## config.mk

```make
export PLATFORM = sky130hd
export DESIGN_NAME = integer_to_ascii_formatter_top
export DESIGN_NICKNAME = d
export VERILOG_FILES = /design/src/rtl/iaf_pkg.sv /design/src/rtl/iaf_dpath.sv /design/src/rtl/iaf_ctrl.sv /design/src/rtl/integer_to_ascii_formatter_top.sv
export SDC_FILE = /design/constraint.sdc
export NUM_CORES = 1
export LEC_CHECK = 0
export BUFFER_PORTS_ARGS = -buffer_cell sky130_fd_sc_hd__buf_2
export CAP_MARGIN = 20
export CORE_ASPECT_RATIO = 0.8
export CORE_MARGIN = 3
export CORE_UTILIZATION = 55
export CTS_CLUSTER_DIAMETER = 60
export DETAILED_ROUTE_END_ITERATION = 7
export PLACE_DENSITY = 0.75
export SYNTH_ARGS = -nofsm -noshare
export SYNTH_HDL_FRONTEND = slang
export SYNTH_SLANG_ARGS = --single-unit
export TNS_END_PERCENT = 10
```

## constraint.sdc

```tcl
create_clock -name clock -period 3.87 [get_ports clock]
set_input_delay 0.1935 -clock clock [delete_from_list [all_inputs] [get_ports clock]]
set_output_delay 0.1935 -clock clock [all_outputs]
set_load 0.1 [all_outputs]
```

## src/rtl/iaf_pkg.sv

```systemverilog
// iaf_pkg: shared types, codes and constants for the integer to ascii formatter
// no dependencies; used by iaf_ctrl, iaf_dpath and integer_to_ascii_formatter_top
package iaf_pkg;

   typedef struct packed {
      logic [2:0]  action;
      logic [31:0] value;
      logic [3:0]  zero_fill;
   } req_type;

   typedef struct packed {
      logic [7:0] out_char;
      logic       last;
   } rsp_type;

   // request kinds
   localparam logic [2:0] ACT_LITERAL   = 3'd0;
   localparam logic [2:0] ACT_SIGNED16  = 3'd1;
   localparam logic [2:0] ACT_UNSIGNED16 = 3'd2;
   localparam logic [2:0] ACT_SIGNED32  = 3'd3;
   localparam logic [2:0] ACT_UNSIGNED32 = 3'd4;
   localparam logic [2:0] ACT_HEX16     = 3'd5;

   localparam logic [7:0] CHAR_MINUS = 8'h2D;
   localparam logic [7:0] CHAR_ZERO  = 8'h30;
   localparam logic [7:0] CHAR_UPPER_A = 8'h41;

   // power-of-ten table index: 0 is 10^9, 9 is 10^0
   localparam logic [3:0] POW_IDX_FIRST32 = 4'd0;
   localparam logic [3:0] POW_IDX_FIRST16 = 4'd5;
   localparam logic [3:0] POW_IDX_LAST    = 4'd9;
   localparam logic [1:0] NIB_TOP         = 2'd3;

   typedef enum logic [2:0] {
      ST_IDLE,
      ST_START,
      ST_SKIP,
      ST_SUB,
      ST_DIG,
      ST_HEX
   } state_type;

   typedef enum logic [2:0] {
      EMIT_LIT,
      EMIT_MINUS,
      EMIT_ZERO,
      EMIT_DIG,
      EMIT_HEX
   } emit_sel_type;

   typedef struct packed {
      logic         load;
      logic         emit;
      emit_sel_type emit_sel;
      logic         last;
      logic         k_inc;
      logic         sub;
      logic         dig_clr;
      logic         nib_dec;
   } cmd_type;

   typedef struct packed {
      logic [2:0] action;
      logic       neg;
      logic       is_zero;
      logic       ge;
      logic       k_last;
      logic       k_lt_last;
      logic       hex_show;
      logic       nib_last;
      logic       out_free;
   } status_type;

   function automatic logic [31:0] pow10(input logic [3:0] idx);
      logic [31:0] p;
      case (idx)
         4'd0:    p = 32'd1000000000;
         4'd1:    p = 32'd100000000;
         4'd2:    p = 32'd10000000;
         4'd3:    p = 32'd1000000;
         4'd4:    p = 32'd100000;
         4'd5:    p = 32'd10000;
         4'd6:    p = 32'd1000;
         4'd7:    p = 32'd100;
         4'd8:    p = 32'd10;
         default: p = 32'd1;
      endcase
      return p;
   endfunction

   function automatic logic [7:0] hex_char(input logic [3:0] nib);
      logic [7:0] c;
      if (nib < 4'd10) begin
         c = CHAR_ZERO + {4'b0000, nib};
      end else begin
         c = CHAR_UPPER_A + {4'b0000, nib} - 8'd10;
      end
      return c;
   endfunction

endpackage

```

## src/rtl/iaf_dpath.sv

```systemverilog
// iaf_dpath: operand, digit and nibble registers, subtract unit and output register
// depends on iaf_pkg; driven by iaf_ctrl through cmd_type / status_type
module iaf_dpath (
   input  logic               clock,
   input  logic               reset,
   input  iaf_pkg::req_type   req_item,
   input  iaf_pkg::cmd_type   cmd,
   output iaf_pkg::status_type st,
   input  logic               rsp_stall,
   output logic               rsp_valid,
   output iaf_pkg::rsp_type   rsp_item
);

   logic [2:0]  act_ff,  act_in;
   logic [3:0]  fill_ff, fill_in;
   logic        neg_ff,  neg_in;
   logic [31:0] x_ff,    x_in;
   logic [3:0]  k_ff,    k_in;
   logic [3:0]  dig_ff,  dig_in;
   logic [1:0]  nib_ff,  nib_in;
   logic        rsp_valid_ff, rsp_valid_in;
   iaf_pkg::rsp_type rsp_item_ff, rsp_item_in;

   logic [31:0] pow_w;
   logic        ge_w;
   logic [15:0] sh_w;
   logic        out_free_w;
   logic [7:0]  char_w;
   logic [15:0] v16_w;

   assign pow_w      = iaf_pkg::pow10(k_ff);
   assign ge_w       = (x_ff >= pow_w);
   assign sh_w       = x_ff[15:0] >> {nib_ff, 2'b00};
   assign out_free_w = !rsp_valid_ff || !rsp_stall;
   assign v16_w      = req_item.value[15:0];

   always_comb begin
      st.action    = act_ff;
      st.neg       = neg_ff;
      st.is_zero   = (x_ff == 32'd0);
      st.ge        = ge_w;
      st.k_last    = (k_ff == iaf_pkg::POW_IDX_LAST);
      st.k_lt_last = (k_ff < iaf_pkg::POW_IDX_LAST);
      st.nib_last  = (nib_ff == 2'd0);
      st.hex_show  = (nib_ff == 2'd0) || (sh_w != 16'd0) ||
                     (fill_ff >= ({2'b00, nib_ff} + 4'd1));
      st.out_free  = out_free_w;
   end

   always_comb begin
      case (cmd.emit_sel)
         iaf_pkg::EMIT_LIT:   char_w = x_ff[7:0];
         iaf_pkg::EMIT_MINUS: char_w = iaf_pkg::CHAR_MINUS;
         iaf_pkg::EMIT_ZERO:  char_w = iaf_pkg::CHAR_ZERO;
         iaf_pkg::EMIT_DIG:   char_w = iaf_pkg::CHAR_ZERO + {4'b0000, dig_ff};
         iaf_pkg::EMIT_HEX:   char_w = iaf_pkg::hex_char(sh_w[3:0]);
         default:             char_w = iaf_pkg::CHAR_ZERO;
      endcase
   end

   always_comb begin
      act_in  = act_ff;
      fill_in = fill_ff;
      neg_in  = neg_ff;
      x_in    = x_ff;
      k_in    = k_ff;
      dig_in  = dig_ff;
      nib_in  = nib_ff;
      if (cmd.load) begin
         act_in  = req_item.action;
         fill_in = req_item.zero_fill;
         neg_in  = 1'b0;
         dig_in  = 4'd0;
         nib_in  = iaf_pkg::NIB_TOP;
         k_in    = iaf_pkg::POW_IDX_FIRST32;
         x_in    = req_item.value;
         case (req_item.action)
            iaf_pkg::ACT_SIGNED16: begin
               k_in   = iaf_pkg::POW_IDX_FIRST16;
               neg_in = v16_w[15];
               x_in   = v16_w[15] ? {16'd0, 16'(16'd0 - v16_w)} : {16'd0, v16_w};
            end
            iaf_pkg::ACT_UNSIGNED16, iaf_pkg::ACT_HEX16: begin
               k_in = iaf_pkg::POW_IDX_FIRST16;
               x_in = {16'd0, v16_w};
            end
            iaf_pkg::ACT_SIGNED32: begin
               neg_in = req_item.value[31];
               x_in   = req_item.value[31] ? 32'd0 - req_item.value : req_item.value;
            end
            default: begin
            end
         endcase
      end else begin
         if (cmd.sub) begin
            x_in   = x_ff - pow_w;
            dig_in = dig_ff + 4'd1;
         end
         if (cmd.dig_clr) begin
            dig_in = 4'd0;
         end
         if (cmd.k_inc) begin
            k_in = k_ff + 4'd1;
         end
         if (cmd.nib_dec) begin
            nib_in = nib_ff - 2'd1;
         end
      end
   end

   always_comb begin
      rsp_valid_in = rsp_valid_ff;
      rsp_item_in  = rsp_item_ff;
      if (cmd.emit) begin
         rsp_valid_in         = 1'b1;
         rsp_item_in.out_char = char_w;
         rsp_item_in.last     = cmd.last;
      end else if (!rsp_stall) begin
         rsp_valid_in = 1'b0;
      end
   end

   always_ff @(posedge clock) begin
      if (reset) begin
         rsp_valid_ff <= 1'b0;
      end else begin
         rsp_valid_ff <= rsp_valid_in;
      end
   end

   always_ff @(posedge clock) begin
      act_ff      <= act_in;
      fill_ff     <= fill_in;
      neg_ff      <= neg_in;
      x_ff        <= x_in;
      k_ff        <= k_in;
      dig_ff      <= dig_in;
      nib_ff      <= nib_in;
      rsp_item_ff <= rsp_item_in;
   end

   assign rsp_valid = rsp_valid_ff;
   assign rsp_item  = rsp_item_ff;

   a_emit_free: assert property (@(posedge clock) disable iff (reset)
      cmd.emit |-> out_free_w)
      else $error("emit while output register is held");

   a_sub_ge: assert property (@(posedge clock) disable iff (reset)
      cmd.sub |-> ge_w)
      else $error("subtract would underflow");

   a_digit_range: assert property (@(posedge clock) disable iff (reset)
      (cmd.emit && cmd.emit_sel == iaf_pkg::EMIT_DIG) |-> dig_ff <= 4'd9)
      else $error("decimal digit out of range");

   a_k_range: assert property (@(posedge clock) disable iff (reset)
      cmd.k_inc |-> k_ff < iaf_pkg::POW_IDX_LAST)
      else $error("power index past last entry");

endmodule

```

## src/rtl/iaf_ctrl.sv

```systemverilog
// iaf_ctrl: sequencer that walks one request through sign, digit search and emission
// depends on iaf_pkg; commands iaf_dpath through cmd_type / status_type
module iaf_ctrl (
   input  logic                clock,
   input  logic                reset,
   input  logic                req_valid,
   output logic                req_stall,
   input  iaf_pkg::status_type st,
   output iaf_pkg::cmd_type    cmd
);

   iaf_pkg::state_type state_ff, state_in;

   always_ff @(posedge clock) begin
      if (reset) begin
         state_ff <= iaf_pkg::ST_IDLE;
      end else begin
         state_ff <= state_in;
      end
   end

   always_comb begin
      state_in     = state_ff;
      cmd          = '0;
      cmd.emit_sel = iaf_pkg::EMIT_LIT;
      req_stall    = 1'b1;
      case (state_ff)
         iaf_pkg::ST_IDLE: begin
            req_stall = 1'b0;
            if (req_valid) begin
               cmd.load = 1'b1;
               state_in = iaf_pkg::ST_START;
            end
         end
         iaf_pkg::ST_START: begin
            case (st.action)
               iaf_pkg::ACT_LITERAL: begin
                  if (st.out_free) begin
                     cmd.emit = 1'b1;
                     cmd.last = 1'b1;
                     state_in = iaf_pkg::ST_IDLE;
                  end
               end
               iaf_pkg::ACT_SIGNED16, iaf_pkg::ACT_SIGNED32: begin
                  if (!st.neg) begin
                     state_in = iaf_pkg::ST_SKIP;
                  end else if (st.out_free) begin
                     cmd.emit     = 1'b1;
                     cmd.emit_sel = iaf_pkg::EMIT_MINUS;
                     state_in     = iaf_pkg::ST_SKIP;
                  end
               end
               iaf_pkg::ACT_UNSIGNED16, iaf_pkg::ACT_UNSIGNED32: begin
                  state_in = iaf_pkg::ST_SKIP;
               end
               iaf_pkg::ACT_HEX16: begin
                  state_in = iaf_pkg::ST_HEX;
               end
               default: begin
                  // unused kinds produce nothing
                  state_in = iaf_pkg::ST_IDLE;
               end
            endcase
         end
         iaf_pkg::ST_SKIP: begin
            // drop leading powers larger than the operand
            if (st.is_zero) begin
               if (st.out_free) begin
                  cmd.emit     = 1'b1;
                  cmd.emit_sel = iaf_pkg::EMIT_ZERO;
                  cmd.last     = 1'b1;
                  state_in     = iaf_pkg::ST_IDLE;
               end
            end else if (st.k_lt_last && !st.ge) begin
               cmd.k_inc = 1'b1;
            end else begin
               state_in = iaf_pkg::ST_SUB;
            end
         end
         iaf_pkg::ST_SUB: begin
            if (st.ge) begin
               cmd.sub = 1'b1;
            end else begin
               state_in = iaf_pkg::ST_DIG;
            end
         end
         iaf_pkg::ST_DIG: begin
            if (st.out_free) begin
               cmd.emit     = 1'b1;
               cmd.emit_sel = iaf_pkg::EMIT_DIG;
               cmd.last     = st.k_last;
               cmd.dig_clr  = 1'b1;
               if (st.k_last) begin
                  state_in = iaf_pkg::ST_IDLE;
               end else begin
                  cmd.k_inc = 1'b1;
                  state_in  = iaf_pkg::ST_SUB;
               end
            end
         end
         iaf_pkg::ST_HEX: begin
            if (!st.hex_show) begin
               cmd.nib_dec = 1'b1;
            end else if (st.out_free) begin
               cmd.emit     = 1'b1;
               cmd.emit_sel = iaf_pkg::EMIT_HEX;
               cmd.last     = st.nib_last;
               if (st.nib_last) begin
                  state_in = iaf_pkg::ST_IDLE;
               end else begin
                  cmd.nib_dec = 1'b1;
               end
            end
         end
         default: begin
            state_in = iaf_pkg::ST_IDLE;
         end
      endcase
   end

   a_load_idle: assert property (@(posedge clock) disable iff (reset)
      cmd.load |=> state_ff == iaf_pkg::ST_START)
      else $error("load did not start a request");

   a_one_at_a_time: assert property (@(posedge clock) disable iff (reset)
      (req_valid && !req_stall) |=> req_stall)
      else $error("second item taken while one is in flight");

   a_last_ends: assert property (@(posedge clock) disable iff (reset)
      (cmd.emit && cmd.last) |=> state_ff == iaf_pkg::ST_IDLE)
      else $error("last character did not end the request");

endmodule

```

## src/rtl/integer_to_ascii_formatter_top.sv

```systemverilog
// integer_to_ascii_formatter_top: top level joining sequencer and datapath
// depends on iaf_pkg, iaf_ctrl and iaf_dpath
//
// usage:
//   req channel (req_valid / req_stall / req_item) takes one conversion request:
//   a literal character, a signed or unsigned 16 or 32 bit decimal value, or a
//   16 bit hex value with a minimum digit count
//   rsp channel (rsp_valid / rsp_stall / rsp_item) returns the characters one
//   item each, with last set on the final character; kinds 6 and 7 return none
// timing:
//   one request at a time; req_stall is high from the cycle after acceptance
//   until the request's last character has been loaded into the output register
//   decimal digits come from repeated subtraction of powers of ten, one
//   subtract per cycle: each digit is counted in the subtract state until the
//   operand drops below the power, then emitted from the digit state; leading
//   powers are skipped at one per cycle; a literal or minus sign is loaded from
//   the start state, once the output register is free
// reset: synchronous, returns the sequencer to idle and empties the output register
// stall: a stalled character holds in the output register and the sequencer
//   waits before it loads the next one
module integer_to_ascii_formatter_top (
   input  logic             clock,
   input  logic             reset,
   input  logic             req_valid,
   output logic             req_stall,
   input  iaf_pkg::req_type req_item,
   output logic             rsp_valid,
   input  logic             rsp_stall,
   output iaf_pkg::rsp_type rsp_item
);

   iaf_pkg::cmd_type    cmd;
   iaf_pkg::status_type st;

   iaf_ctrl u_ctrl (
      .clock     (clock),
      .reset     (reset),
      .req_valid (req_valid),
      .req_stall (req_stall),
      .st        (st),
      .cmd       (cmd)
   );

   iaf_dpath u_dpath (
      .clock     (clock),
      .reset     (reset),
      .req_item  (req_item),
      .cmd       (cmd),
      .st        (st),
      .rsp_stall (rsp_stall),
      .rsp_valid (rsp_valid),
      .rsp_item  (rsp_item)
   );

endmodule
```

After elaboration in Yosys (flattened, before gate mapping):

Memory sizes are Yosys's and may differ from the RTL's. A register that Yosys moved wholly into a read port is not among the register bits.
Cells that the tools add are included.

* register bits: 63
* memory bits (read-only): 480
* input port bits: 43
* word-level logic and storage cells: 130
* memories kept: 1

* add/subtract/negate cells: 11
* $lt $le $gt $ge: 4
* eq/ne operators: 27
* shifts and indexed selects: 1
* muxes and demuxes: 54
* reduce and logical (&&, ||, !) cells: 21

Memory list
* (no name shown): words 16, width 30, read ports 1, clocked after Yosys merged registers in 1, write ports 0, RTL line iaf_pkg.sv:76 `case (idx)`

Operator list (number)
* 32-bit 2-to-1 mux: 3
* 32-bit one-hot mux with 3 select lines: 1
* 3-bit 2-to-1 mux: 13
* 32-bit >= comparator: 1
* 32-bit logical NOT: 1
* 8-bit one-hot mux with 4 select lines: 1
* 1-bit by 32-bit subtractor with 32-bit output (first input constant): 1
* 32-bit subtractor: 1
* 3-bit by 2-bit equality test with 1-bit output (second input constant): 7
* 4-bit 2-to-1 mux: 5
* 5-bit 2-to-1 mux: 4
* 5-bit one-hot mux with 4 select lines: 1
* 3-bit equality test (second input constant): 6
* 3-bit one-hot mux with 6 select lines: 1
* 1-bit 2-to-1 mux: 17
* 16-bit 2-to-1 mux: 1
* 16-bit nonzero test: 1
* 16-bit by 4-bit >> shifter with 16-bit output: 1
* 1-bit by 16-bit subtractor with 16-bit output (first input constant): 1
* 6-bit by 4-bit adder with 7-bit output (first input constant): 2
* 3-bit by 1-bit equality test with 1-bit output (second input constant): 4
* 3-bit one-hot mux with 4 select lines: 1
* 2-bit by 1-bit inequality test with 1-bit output (second input constant): 5
* 3-bit logical NOT: 3
* 23 further kinds: 36

Depth between registers and ports, before layout:

Gate-level depths: netlist of the first run.

* depth after elaboration: 9
* depth in mapped cells: 16
* depth with buffers taken out: 15

Hierarchy:

From an unflattened synthesis of the first run, not the netlist that was laid out.

* cell total of the unflattened synthesis: 746
* area, all modules: 6267.3 um2

By module, submodules not included
* iaf_dpath: times used 1, cells an instance 681, area each 5793.1 um2
* iaf_ctrl: times used 1, cells an instance 65, area each 474.2 um2

Worst setup path before layout of the first run:

Ideal clock, no wire load.

* path kind: reg-to-reg
* from: reg, netlist name u_dpath.k_ff[0]
* to: reg u_dpath.x_ff[0] (enable)
* library setup time: 389 ps
* data arrival time: 3691 ps
* path slack: -210 ps
* cell stages (with the launch flop): 14
* path buffers: 0
* clock period less this slack: 4080 ps
* cells stage by stage: edfxtp_1 -> inv_1 -> ha_1 -> a21boi_0 -> ha_1 -> fa_1 -> nand2b_1 -> a211oi_2 -> nor3_2 -> o21ai_2 -> a221oi_4 -> a2111oi_4 -> o211ai_1 -> nand2_1

RTL lines
* end signal, assigned: RTL line iaf_dpath.sv:135 `x_ff <= x_in;`
* end, declared: RTL line iaf_dpath.sv:17 `logic [31:0] x_ff, x_in;`

Worst setup path after layout of the first run:

* from: reg u_dpath.k_ff[0]
* to: reg u_ctrl.state_ff[2]

* longest elaborated chain between the ends: 4

Ends and longest elaborated chain
* start, declared: RTL line iaf_dpath.sv:18 `logic [3:0] k_ff, k_in;`
* start signal, assigned: RTL line iaf_dpath.sv:136 `k_ff <= k_in;`
* 4-bit < comparator: RTL line iaf_dpath.sv:43 `st.k_lt_last = (k_ff < iaf_pkg::POW_IDX_LAST);`
* 1-bit logical AND: RTL line iaf_ctrl.sv:74 `end else if (st.k_lt_last && !st.ge) begin`
* 3-bit inequality test (no line)
* 8-bit AND reduction (no line)
* end signal, assigned: RTL line iaf_ctrl.sv:16 `state_ff <= iaf_pkg::ST_IDLE;`
* end signal, assigned: RTL line iaf_ctrl.sv:18 `state_ff <= state_in;`
* end, declared: RTL line iaf_ctrl.sv:12 `iaf_pkg::state_type state_ff, state_in;`

Every way passes these cells.
A chain may end at the register's enable or synchronous reset.

==> results of run 1 <==
## placed cells by master, fill, tap and decap left out, types with 7 or more instances in the layout
master	instances
sky130_fd_sc_hd__buf_2	53
sky130_fd_sc_hd__nand4_1	9
sky130_fd_sc_hd__nor2_1	62
sky130_fd_sc_hd__buf_4	59
sky130_fd_sc_hd__nand3_1	18
sky130_fd_sc_hd__edfxtp_1	53
sky130_fd_sc_hd__a31oi_1	7
sky130_fd_sc_hd__mux2i_1	7
sky130_fd_sc_hd__xnor2_1	36
sky130_fd_sc_hd__o211ai_1	11
sky130_fd_sc_hd__nand2_1	55
sky130_fd_sc_hd__xor2_1	23
sky130_fd_sc_hd__a21oi_1	57
sky130_fd_sc_hd__clkbuf_16	9
sky130_fd_sc_hd__o21ai_0	27
sky130_fd_sc_hd__o31ai_1	7
sky130_fd_sc_hd__inv_1	24
sky130_fd_sc_hd__nand2b_1	17
sky130_fd_sc_hd__ha_1	40
sky130_fd_sc_hd__o22ai_1	16
sky130_fd_sc_hd__dfxtp_1	10
sky130_fd_sc_hd__nor4_1	14
sky130_fd_sc_hd__nor2b_1	9
sky130_fd_sc_hd__a21o_1	22
sky130_fd_sc_hd__nor3_1	21
## layer usage
| metal | track usage, % | up-vias | wire [µm] |
|---|---|---|---|
| met5 | 0 | - | 0 |
| met4 | 4.996 | 0 | 194 |
| met3 | 11.93 | 15 | 2539 |
| met2 | 43.21 | 332 | 7760 |
| met1 | 49.67 | 2763 | 8972 |
| li1 | - | 2774 | - |
## kinds of logic (layout without fill, tap and decap cells)
family,after synthesis,count (layout),share of synthesized area [%]
AND/OR/NAND/NOR,248,248,20.80
buffers and inverters,55,160,3.540
AO/OA/AOI/OAI,204,204,23.13
XOR/XNOR,59,59,8.755
flip-flops,63,63,30.36
adder cells (fa/ha/maj),49,49,10.52
multiplexers,12,12,2.904
## flip-flops by register name (all words and copies together) (netlist names)
register,cells
u_ctrl.state_ff,3
u_dpath.act_ff,3
u_dpath.dig_ff,4
u_dpath.fill_ff,4
u_dpath.k_ff,4
u_dpath.neg_ff,1
u_dpath.nib_ff,2
u_dpath.rsp_item,9
u_dpath.rsp_valid,1
u_dpath.x_ff,32
## worst max-delay path: stages (launching register included)
cell	delay [ns]
sky130_fd_sc_hd__edfxtp_1	0.49
sky130_fd_sc_hd__buf_6	0.18
sky130_fd_sc_hd__ha_2	0.18
sky130_fd_sc_hd__buf_4	0.13
sky130_fd_sc_hd__a211o_1	0.34
sky130_fd_sc_hd__ha_4	0.27
sky130_fd_sc_hd__a21o_1	0.20
sky130_fd_sc_hd__a21o_1	0.19
sky130_fd_sc_hd__a21oi_2	0.13
sky130_fd_sc_hd__o21ai_2	0.10
sky130_fd_sc_hd__a221oi_4	0.35
sky130_fd_sc_hd__a2111oi_4	0.14
sky130_fd_sc_hd__buf_4	0.17
sky130_fd_sc_hd__o211a_4	0.24
sky130_fd_sc_hd__or4_1	0.50
sky130_fd_sc_hd__a21oi_1	0.14
## cell usage after synthesis, types with 3 or more instances
cell type,instances,area share [%]
sky130_fd_sc_hd__nor2_1,64,4.1
sky130_fd_sc_hd__a21oi_1,59,5.0
sky130_fd_sc_hd__nand2_1,57,3.6
sky130_fd_sc_hd__edfxtp_1,53,27
sky130_fd_sc_hd__ha_1,48,10
sky130_fd_sc_hd__xnor2_1,36,5.3
sky130_fd_sc_hd__o21ai_0,31,2.6
sky130_fd_sc_hd__inv_1,27,1.7
sky130_fd_sc_hd__clkbuf_1,26,1.7
sky130_fd_sc_hd__xor2_1,23,3.4
sky130_fd_sc_hd__a21o_1,22,2.8
sky130_fd_sc_hd__nor3_1,22,1.9
sky130_fd_sc_hd__nand2b_1,18,1.9
sky130_fd_sc_hd__nand3_1,18,1.5
sky130_fd_sc_hd__o22ai_1,16,1.7
sky130_fd_sc_hd__nor4_1,14,1.5
sky130_fd_sc_hd__o211ai_1,11,1.4
sky130_fd_sc_hd__dfxtp_1,10,3.4
sky130_fd_sc_hd__nor2b_1,10,1.1
sky130_fd_sc_hd__o31ai_1,10,1.3
sky130_fd_sc_hd__nand4_1,9,0.95
sky130_fd_sc_hd__a31oi_1,7,0.74
sky130_fd_sc_hd__mux2i_1,7,1.2
sky130_fd_sc_hd__or3_1,7,0.74
sky130_fd_sc_hd__a211o_1,6,0.89
sky130_fd_sc_hd__and2_1,6,0.64
sky130_fd_sc_hd__and3_1,6,0.64
sky130_fd_sc_hd__o21bai_1,6,0.76
sky130_fd_sc_hd__a211oi_1,5,0.64
sky130_fd_sc_hd__o21a_1,5,0.64
sky130_fd_sc_hd__mux4_2,4,1.5
sky130_fd_sc_hd__or2_2,4,0.42
sky130_fd_sc_hd__nand3b_1,3,0.38
sky130_fd_sc_hd__or4_1,3,0.38
## timing repair
action | 4_1_cts | 5_1_grt
pin swaps | 7 | 21
setup endpoints to repair | 35 | 51
gates cloned | 1 | 0
gates resized for setup | 5 | 37
buffers inserted | 5 | 4
## layout make-up
type                    instances  area share (%)
clock buffers                   9           3.109
clock inverters                 7           1.105
inverters                      27           1.399
multi-input cells             572           56.27
flip-flops and latches         63           24.73
well taps                     140           2.418
repair buffers                117           10.97
## metrics by stage
stage,hold slack [ns],setup WS [ns],instance area [µm²]
2_1_floorplan,0.2626,0.07087,5904
3_3_place_gp,0.3792,0.03745,6655
3_5_place_dp,0.3775,-0.01934,6655
4_1_cts,0.03093,0.01161,7053
5_1_grt,0.02875,-0.02436,7244
6_report,0.03096,0.04264,7244
## final timing paths
| check | from | to | slack, ns | depth (start not counted) |
|---|---|---|---|---|
| max | u_dpath.k_ff[0] | u_ctrl.state_ff[2] | 0.04 | 15 |
| min | req_item[0] | u_dpath.fill_ff[0] | 0.03 | 1 |
| max reg2reg | u_dpath.k_ff[0] | u_ctrl.state_ff[2] | 0.04 | 15 |
| min reg2reg | u_dpath.dig_ff[2] | u_dpath.dig_ff[2] | 0.51 | 1 |
==> results.md, run 1 <==
- The root buffer cell is sky130_fd_sc_hd__clkbuf_16.
- Counting flops with a built-in enable in the synthesized netlist gives 53.
- The number of synthesized register bits is 63.
- Sequential elements use between 30 and 40% of the synthesized area.
- After the last flow step, the layout net total stands at about 880.
- The clock tree buffer depth is 2.
- The total number of H-tree levels is 3.
- The starting density of the core is between 50% and 60%.
- In this run the worst path has a maximum fanout of 5.
- In the finished design, the share of the clock period the worst path needs comes to 98.90%.
- After synthesis, the netlist uses 62 different library cells.
- The final number of hold-violating endpoints is 0.
- The via count of the first global-routing pass is roughly 5300.
- The final setup TNS is 0 ns.
- The worst setup path is launched from a register.
- The weighted congestion reported at the end of routability-driven placement is between 1 and 1.5.
- The post-synthesis instance total is between 600 and 700.
- In this run the worst hold path is classified as input pin to register.
- In this run, the number of DRC markers left after iteration 0 of detailed routing was around 750.
- In this run the tool buffered the top-level ports with 53 buffer cells.
- In this run the tightest slew margin relative to its limit is just over 40%.
- The core footprint is around 0.010 mm².
- Yosys printed 0 warnings.
- The routed wire length is approximately 19 mm.
- TritonCTS built the clock tree.
- The number of antenna diodes in the final layout is 0.
- The average instance area after synthesis is 8.553 µm².
- The fraction of final layout cells sized beyond drive strength 1 is between 20% and 30%.
- The element type at the critical path end is a register.
- Summing every instance area after synthesis gives 0.005902 mm².
- Entering global routing, the biggest net connects 23 pins.
- The final route contains slightly below 6000 vias.
- Across the whole layout, storage elements account for 0.001792 mm².
- The layout overhead on the synthesized area is 22.75%.
- Across the routed clock network, the largest skew measured is about 0.0075 ns.
- In the global route stage, overall resource usage came out at ~32%.
- The wire length of the first global-routing pass is a little under 30 mm.
- The synthesized net count is 782.
- For this run the aggregate overflow at the end of global routing stands at 0.
- The number of slew-limit violations in the final report came to 0.
- The share of synthesized flip-flops with an asynchronous set or reset is 0%.
- The maximum frequency from static timing analysis is 0.2613 GHz.
- The number of non-filler instances in the completed layout is 935.
- The number of nets still failing antenna checks after routing is 0.
- Clock tree synthesis inserted a total of 9 buffers.
- The clock latency reported for the late side of the worst-skew pair is about 0.34 ns.
- Dividing the detail-routed wire length by the instance count gives 20.82 µm.
- Pin placement for this block handled 54 I/O pins.
- Clock-pin slew was measured on the worst setup and hold paths at approximately 0.060 ns.
- The height of the die is ~100 µm.
- At the worst endpoint, the required time is 4.14 ns.
- Including well taps, the total number of placed cells is roughly 900.
- The die width is approximately 120 µm.
- Cells fill a little over two thirds of the core in the end.
- Setup violations remaining at the end of the flow were counted as 0.
- At the pin with the least slew margin, the transition time is between 0.8 and 0.9 ns.
- The clock period could shrink to ~3.8 ns.
- The flow ran to the end, and the final reports show no timing, DRC or antenna violations.
- The vias per cell is about 6.3.
- The first TritonRoute pass finished after 5 iterations.
- The classification of the worst setup path is register to register.
- The most frequently used flop master after synthesis is sky130_fd_sc_hd__edfxtp_1.
- The number of antenna violations at the first check in global routing is 0.
- The count of clock tree sinks is 63.
- Setup repair after global routing could not meet its margin everywhere.
- After legalization and detailed placement, the total HPWL measured approximately 15 mm.
- The layout filler cell count is roughly 850.
- Row generation in the floorplan step produced 33 rows.
- The critical path arrival is 4.10 ns.
- Buffers inserted to repair hold after CTS numbered 0.
- The floorplan step defined a die boundary enclosing around 0.012 mm².
- In the final layout, the multi-input gates occupy about 0.0041 mm².
- The post-route DRC violation count is 0.
- The number of maximum-capacitance constraint violations is 0.
Power of run 1 is not shown: default switching activity piles up to over one toggle a cycle in this logic, so the estimate is an artifact.
==> inputs of run 2 (changes only) <==
- ABC_AREA: unset -> 1
- CORE_UTILIZATION: 55 -> 56
- RECOVER_POWER: unset -> 100
==> results.md, run 2 <==
- The cell depth of the worst hold path is 1 (unchanged).
- The height of the die is 104.5 µm (+5.9%).
- TritonCTS built the clock tree.
- The number of setup buffers added after CTS is 0 (-5).
- The clock tree buffer depth is 2 (unchanged).
- The detailed-placement wirelength estimate came to 16.34 mm (+7.9%).
- The worst setup skew after layout is 0.009240 ns (+0.001776 ns).
- The full die area is 0.01348 mm² (+12%).
- The most frequently used flop master after synthesis is sky130_fd_sc_hd__edfxtp_1.
- The count of clock tree sinks is 63 (unchanged).
- The relative slew slack is -45.88% (-87 points).
- The worst setup path is launched from a register.
- The final number of hold-violating endpoints is 0 (unchanged).
- The flow ran to the end, but the final reports show violations.
- STA classifies the critical path endpoint as a register.
- The worst setup path is of the register to register kind.
- The die width is 129.1 µm (+6.0%).
- The root buffer cell is sky130_fd_sc_hd__clkbuf_16.
- The total placed instance area is 0.007222 mm² (+8.5%).
- The number of input and output port buffers inserted is 53 (unchanged).
- The synthesized net count is 1139 (+46%).
- The critical path arrival is 3.42 ns (-0.68 ns).
- The wire length of the first global-routing pass is 31.86 mm (+9.0%).
- The vias per cell came to 5.668 (-9.9%).
- The most common cell in the netlist is sky130_fd_sc_hd__nand2_1.
- The number of placed I/O pins is 54 (unchanged).
- The final critical-path share of the clock period came to 87.73% (-11 points).
- The area of the mapped netlist is 0.006787 mm² (+15%).
- The number of maximum-capacitance constraint violations was 1 (+1).
- The minimum clock period is 3.395 ns (-0.4320 ns).
- The violation count after the first detailed-routing iteration is 757 (+0.66%).
- The number of iterations in the first detailed-routing pass came to 5 (unchanged).
- The share of synthesized flip-flops with an asynchronous set or reset is 0% (unchanged).
- The core footprint came to 0.01169 mm² (+13%).
- Setup repair after global routing left no endpoint under its margin.
- The share of Yosys cell area claimed by the top area cell type is 23.45% (-3.5 points).
- The maximum number of pins on one net before global-route repair was 45 (+96%).
- The average instance area after synthesis is 6.482 µm² (-24%).
- The final setup TNS is 0 ns (unchanged).
- In the synthesized netlist, the cells that appear most often are sky130_fd_sc_hd__nand2_1 (296), sky130_fd_sc_hd__nor2_1 (124), sky130_fd_sc_hd__inv_1 (122), sky130_fd_sc_hd__nand3_1 (87), sky130_fd_sc_hd__a21oi_1 (61).
- The total number of H-tree levels is 3 (unchanged).
- The library cells used most frequently in the layout, excluding fill and tap cells, are sky130_fd_sc_hd__nand2_1 (299), sky130_fd_sc_hd__inv_1 (127), sky130_fd_sc_hd__nor2_1 (125), sky130_fd_sc_hd__nand3_1 (88), sky130_fd_sc_hd__a21oi_1 (62).
- The per-cell routed wire length came to 16.09 µm (-23%).
- The class of the tightest hold or removal check is input pin to register.
- The post-synthesis instance total is 1047 (+52%).
- The slack of the worst reg-to-reg path came to 0.47 ns (+0.43 ns).
- The total number of vias is 7125 (+21%).
- The overall global routing resource usage is 30.07% (-2.0 points).
- The endpoint required time on the critical path is 3.90 ns (-0.24 ns).
- The final global-route overflow total is 0 (unchanged).
- The number of slew-limit violations in the final report is 45 (+45).
- The fraction of final layout cells sized beyond drive strength 1 came to 10.64% (-12 points).
- The transition time at the pin with the least slew margin is 2.188 ns (+1.312 ns).
- The weighted congestion reported at the end of routability-driven placement is 0.9492 (-6.6%).
- The number of buffers inserted during clock tree synthesis is 9 (unchanged).
- The flip-flop count of the largest register after layout is 32 (unchanged).
- The hold-critical path endpoint is u_dpath.fill_ff[0].
- The routed wire length came to 20.22 mm (+3.9%).
- The post-layout net count was 1196 (+36%).
- The number of enable flip-flop cells after synthesis is 53 (unchanged).
- The number of placement rows is 35 (+6.1%).
- The maximum frequency from static timing analysis is 0.2945 GHz (+13%).
- The highest net fanout along the worst path came to 32 (+27).
- The worst reg-to-reg path cell count is 19 (+4).
- The sequential area share after synthesis came to 26.40% (-4.0 points).
- The via count of the first global-routing pass came to 6193 (+16%).
- The number of warnings reported in the yosys synthesis log is 0 (unchanged).
- The starting density of the core is 58.04% (+1.1 points).
- The worst hold path begins at req_item[0].
- The number of antenna violations at the first check in global routing was 0 (unchanged).
- The number of inserted diodes is 0 (unchanged).
- The largest register by flop count is u_dpath.x_ff.
- The clock latency reported for the late side of the worst-skew pair is 0.34 ns (about the same).
- The post-route DRC violation count is 0 (unchanged).
- The setup-violating endpoint count in the final report is 0 (unchanged).
- Leaving out fill and tap cells, the most frequent cell in the layout is sky130_fd_sc_hd__nand2_1.
- The clock transition at the register clock pins on the worst setup and hold paths after CTS is 0.06 ns (about the same).
- Relative to the synthesized area, the layout overhead comes to 10.10%.
- The startpoint identified for the worst register-to-register timing path is u_dpath.k_ff[0].
- The end of the worst register-to-register path is u_dpath.x_ff[2].
- The total of cells resized after clock tree synthesis is 0 (-5).
- The number of synthesized register bits is 63 (unchanged).
- Ranked by total cell area, the synthesized netlist is headed by sky130_fd_sc_hd__edfxtp_1 (23%), sky130_fd_sc_hd__nand2_1 (16%), sky130_fd_sc_hd__ha_1 (8.8%), sky130_fd_sc_hd__nor2_1 (6.9%), sky130_fd_sc_hd__inv_1 (6.7%).
- The number of nets still failing antenna checks after routing came to 0 (unchanged).
- The checks that failed: max-capacitance violations, max-slew violations.
- The biggest area contributor in the post-synthesis netlist is sky130_fd_sc_hd__edfxtp_1.
- The post-synthesis cell type count was 51 (-18%).
- The post-route cell area is 0.007472 mm² (+3.1%).
- The total of hold buffers inserted after clock tree synthesis is 0 (unchanged).
[run 2: cell types whose count changed in the layout (fill, tap and decap cells not counted), sizes merged, moves of 18 or more]
cell    delta
o21ai     +28
nor2      +72
nand2b    -18
xnor2     -35
nand3     +73
buf       -75
nand2    +251
inv      +113
[run 2: cell families (layout without fill, tap and decap cells)]
| family | after synthesis | count (layout) | synth area share (%) |
|---|---|---|---|
| AO/OA/AOI/OAI | 178 | 178 | 15.58 |
| adder cells (fa/ha/maj) | 49 | 49 | 9.145 |
| flip-flops | 63 | 63 | 26.40 |
| XOR/XNOR | 13 | 13 | 1.678 |
| AND/OR/NAND/NOR | 589 | 589 | 38.39 |
| buffers and inverters | 155 | 217 | 8.813 |
[run 2: how the worst max path moves through the flow]
stage,cells after the start,to,start,slack (ns)
2_1_floorplan,18,u_dpath.x_ff[0],u_dpath.k_ff[0],0.56
3_3_place_gp,19,u_dpath.x_ff[2],u_dpath.k_ff[0],0.79
3_5_place_dp,19,u_dpath.x_ff[18],u_dpath.k_ff[0],0.70
4_1_cts,19,u_dpath.x_ff[2],u_dpath.k_ff[0],0.69
5_1_grt,19,u_dpath.x_ff[2],u_dpath.k_ff[0],0.23
6_report,19,u_dpath.x_ff[2],u_dpath.k_ff[0],0.47
[run 2: area by class of cell]
class	count	area, µm²
Clock buffer	9	225.2
Fill cell	1131	4220
Sequential cell	63	1792
Timing Repair Buffer	56	279.0
Tap cell	148	185.2
Inverter	145	548.0
Multi-Input combinational cell	829	4369
Clock inverter	7	73.82
[run 2: through the flow]
stage                     util (%)  cells  hold WS, ns  worst slack, ns
after floorplan                  -   1047       0.2924           0.5571
after global routing         63.91   1257      0.02423           0.2310
after detailed placement     61.77   1241       0.3716           0.6990
after CTS                    64.32   1257      0.02097           0.6885
final                        63.91   1257      0.02734           0.4747
after global placement       61.77   1241       0.3705           0.7863
[run 2: critical path: stages, from the launching register on]
cell                       delay, ns
sky130_fd_sc_hd__edfxtp_1       0.52
sky130_fd_sc_hd__inv_1          0.17
sky130_fd_sc_hd__ha_1           0.18
sky130_fd_sc_hd__inv_1          0.05
sky130_fd_sc_hd__nor2_1         0.12
sky130_fd_sc_hd__nor2_1         0.08
sky130_fd_sc_hd__ha_1           0.21
sky130_fd_sc_hd__fa_1           0.36
sky130_fd_sc_hd__inv_1          0.08
sky130_fd_sc_hd__nand2_1        0.08
sky130_fd_sc_hd__nand2_1        0.07
sky130_fd_sc_hd__nand3b_1       0.07
sky130_fd_sc_hd__nand2_1        0.13
sky130_fd_sc_hd__nand2_1        0.08
sky130_fd_sc_hd__nand3_1        0.08
sky130_fd_sc_hd__nand2_1        0.12
sky130_fd_sc_hd__nand2_4        0.08
sky130_fd_sc_hd__nand2_1        0.15
sky130_fd_sc_hd__nand2_1        0.16
sky130_fd_sc_hd__buf_12         0.25
[run 2: per-layer routing]
layer / global-route usage, % / wire length (µm) / vias up
li1: - / - / 3588
met1: 47.04 / 9896 / 3226
met2: 42.27 / 8029 / 289
met3: 5.903 / 1928 / 22
met4: 6.672 / 365 / 0
met5: 0 / 0 / -
Power of run 2 is left out for the same reason.
==> inputs of run 3 (changes only) <==
- CAP_MARGIN: 20 -> 25
- CORE_MARGIN: 3 -> 8
==> results.md, run 3 (synthesis results as in run 2) <==
- The wire length of the first global-routing pass is 32.51 mm (+2.0%).
- The total of cells resized after clock tree synthesis is 0 (unchanged).
- The total number of vias came to 7146 (+0.29%).
- The element type at the critical path end is a register.
- Tracing the worst setup path back leads to its startpoint at u_ctrl.state_ff[0].
- The core footprint was 0.01198 mm² (+2.5%).
- The flow ran to the end, but the final reports show violations.
- The area growth from synthesis to layout is 10.25%.
- The number of inserted diodes is 0 (unchanged).
- The final global-route overflow total is 0 (unchanged).
- The library cell used most frequently in the layout, excluding fill and tap cells, is sky130_fd_sc_hd__nand2_1.
- The clock latency reported for the late side of the worst-skew pair is 0.34 ns (about the same).
- The critical path arrival is 3.55 ns (+0.13 ns).
- The weighted congestion reported at the end of routability-driven placement is 0.9603 (+1.2%).
- The final number of hold-violating endpoints is 0 (unchanged).
- The violation count after the first detailed-routing iteration was 856 (+13%).
- The final core utilization was 62.45% (-1.5 points).
- The highest net fanout along the worst path was 44 (+38%).
- The startpoint of the lowest-slack register-to-register path is u_ctrl.state_ff[0].
- The tightest hold margin was 0.02891 ns (+0.001566 ns).
- The total number of H-tree levels was 3 (unchanged).
- The per-cell routed wire length is 15.95 µm (-0.84%).
- The signal on the critical path passes through nor2_1, inv_1, nor2_1, nand2_1, clkbuf_1, a21oi_1, inv_1, a21oi_1, o21ai_0, nand2_1.
- The detailed-placement wirelength estimate is 16.21 mm (-0.82%).
- The worst hold path belongs to the class input pin to register.
- The number of nets still failing antenna checks after routing was 0 (unchanged).
- The worst-case setup slack after placement is 0.6695 ns (-0.02948 ns).
- The flip-flop count of the largest register after layout came to 32 (unchanged).
- The worst-case setup margin in the final layout is 0.4007 ns (-0.07400 ns).
- The root buffer cell is sky130_fd_sc_hd__clkbuf_16.
- The height of the die is 114.5 µm (+9.6%).
- The maximum frequency from static timing analysis was 0.2882 GHz (-2.1%).
- The clock tree buffer depth came to 2 (unchanged).
- The count of clock tree sinks was 63 (unchanged).
- The final setup TNS is 0 ns (unchanged).
- The transition time at the pin with the least slew margin came to 2.265 ns (+0.07632 ns).
- Setup repair after global routing left no endpoint under its margin.
- The total of hold buffers inserted after clock tree synthesis is 0 (unchanged).
- The number of maximum-capacitance constraint violations was 1 (unchanged).
- The final reports fail on max-capacitance violations, max-slew violations.
- The worst setup path is launched from a register.
- The clock transition at the register clock pins on the worst setup and hold paths after CTS is 0.06 ns (about the same).
- The startpoint identified for the worst hold timing path is req_item[2].
- The routed wire length is 20.11 mm (-0.52%).
- The number of iterations in the first detailed-routing pass came to 6 (+1).
- On the critical path, the stage with the largest delay is an instance of sky130_fd_sc_hd__clkbuf_1.
- The vias per cell is 5.667 (about the same).
- More flip-flops sit in one register than any other, and that register is u_dpath.x_ff.
- The setup path with the least slack is of type register to register.
- The endpoint required time on the critical path is 3.95 ns (+0.05 ns).
- The number of placement rows is 36 (+2.9%).
- The overall global routing resource usage was 25.52% (-4.5 points).
- The setup-violating endpoint count in the final report was 0 (unchanged).
- The relative slew slack came to -50.97% (-5.1 points).
- The clock tree from TritonCTS is yes.
- The number of buffers inserted during clock tree synthesis is 9 (unchanged).
- The post-layout net count came to 1196 (unchanged).
- The final critical-path share of the clock period came to 89.65% (+1.9 points).
- The number of input and output port buffers inserted was 53 (unchanged).
- The number of setup buffers added after CTS is 0 (unchanged).
- The largest incremental delay on the critical path is 1.62 ns (+1.10 ns).
- The minimum clock period is 3.469 ns (+0.07400 ns).
- The starting density of the core is 56.64% (-1.4 points).
- In the layout the commonest cells are sky130_fd_sc_hd__nand2_1 (300), sky130_fd_sc_hd__inv_1 (127), sky130_fd_sc_hd__nor2_1 (124), sky130_fd_sc_hd__nand3_1 (88), sky130_fd_sc_hd__a21oi_1 (62).
- The full die area is 0.01592 mm² (+18%).
- The number of slew-limit violations in the final report is 45 (unchanged).
- The die width was 139.1 µm (+7.7%).
- The worst setup skew after layout was 0.006320 ns (-0.002920 ns).
- The maximum number of pins on one net before global-route repair is 45 (unchanged).
- The via count of the first global-routing pass is 6500 (+5.0%).
- The fraction of final layout cells sized beyond drive strength 1 is 10.46% (-0.18 points).
- The number of placed I/O pins came to 54 (unchanged).
- The post-route DRC violation count is 0 (unchanged).
- The number of antenna violations at the first check in global routing is 0 (unchanged).
[run 3: cell count changes in the layout (fill, tap and decap cells not counted), sizes merged]
cell / delta
bufinv: +1
clkbuf: +1
clkinv: -1
clkinvlp: -1
[run 3: final cells by class]
class / count / area, µm²
fill: 1162 / 4499
multi-input combinational: 829 / 4360
sequential: 63 / 1792
inverter: 145 / 546.8
timing repair buffer: 56 / 279.0
clock buffer: 10 / 229.0
tap: 152 / 190.2
clock inverter: 6 / 85.08
[run 3: path summary, 6_finish.rpt]
path / cells past startpoint / endpoint / slack [ns]
min: 1 / u_dpath.fill_ff[2] / 0.03
min reg2reg: 2 / u_dpath.dig_ff[3] / 0.51
max reg2reg: 10 / u_dpath.x_ff[27] / 0.40
max: 10 / u_dpath.x_ff[27] / 0.40
[run 3: routing by layer]
metal	GRT usage [%]	vias up	part of all wire, %
met4	8.096	0	2.5
met5	0	-	0
li1	-	3592	-
met2	38.59	322	41
met3	5.875	38	9.3
met1	35.30	3194	47
[run 3: worst max-delay path, delay by kind of cell (launching register included)]
| kind | cells | cell delay (ns) |
|---|---|---|
| AO/OA/AOI/OAI | 3 | 0.51 |
| buffers and inverters | 3 | 1.94 |
| flip-flops | 1 | 0.44 |
| AND/OR/NAND/NOR | 4 | 0.32 |
[run 3: per-stage QoR]
step | cell area, µm² | instances
CTS | 7541 | 1261
finish | 7482 | 1261
floorplan | 6787 | 1047
detailed placement | 7227 | 1245
global route | 7482 | 1261
global placement | 7227 | 1245
Power of run 3 is left out for the same reason.
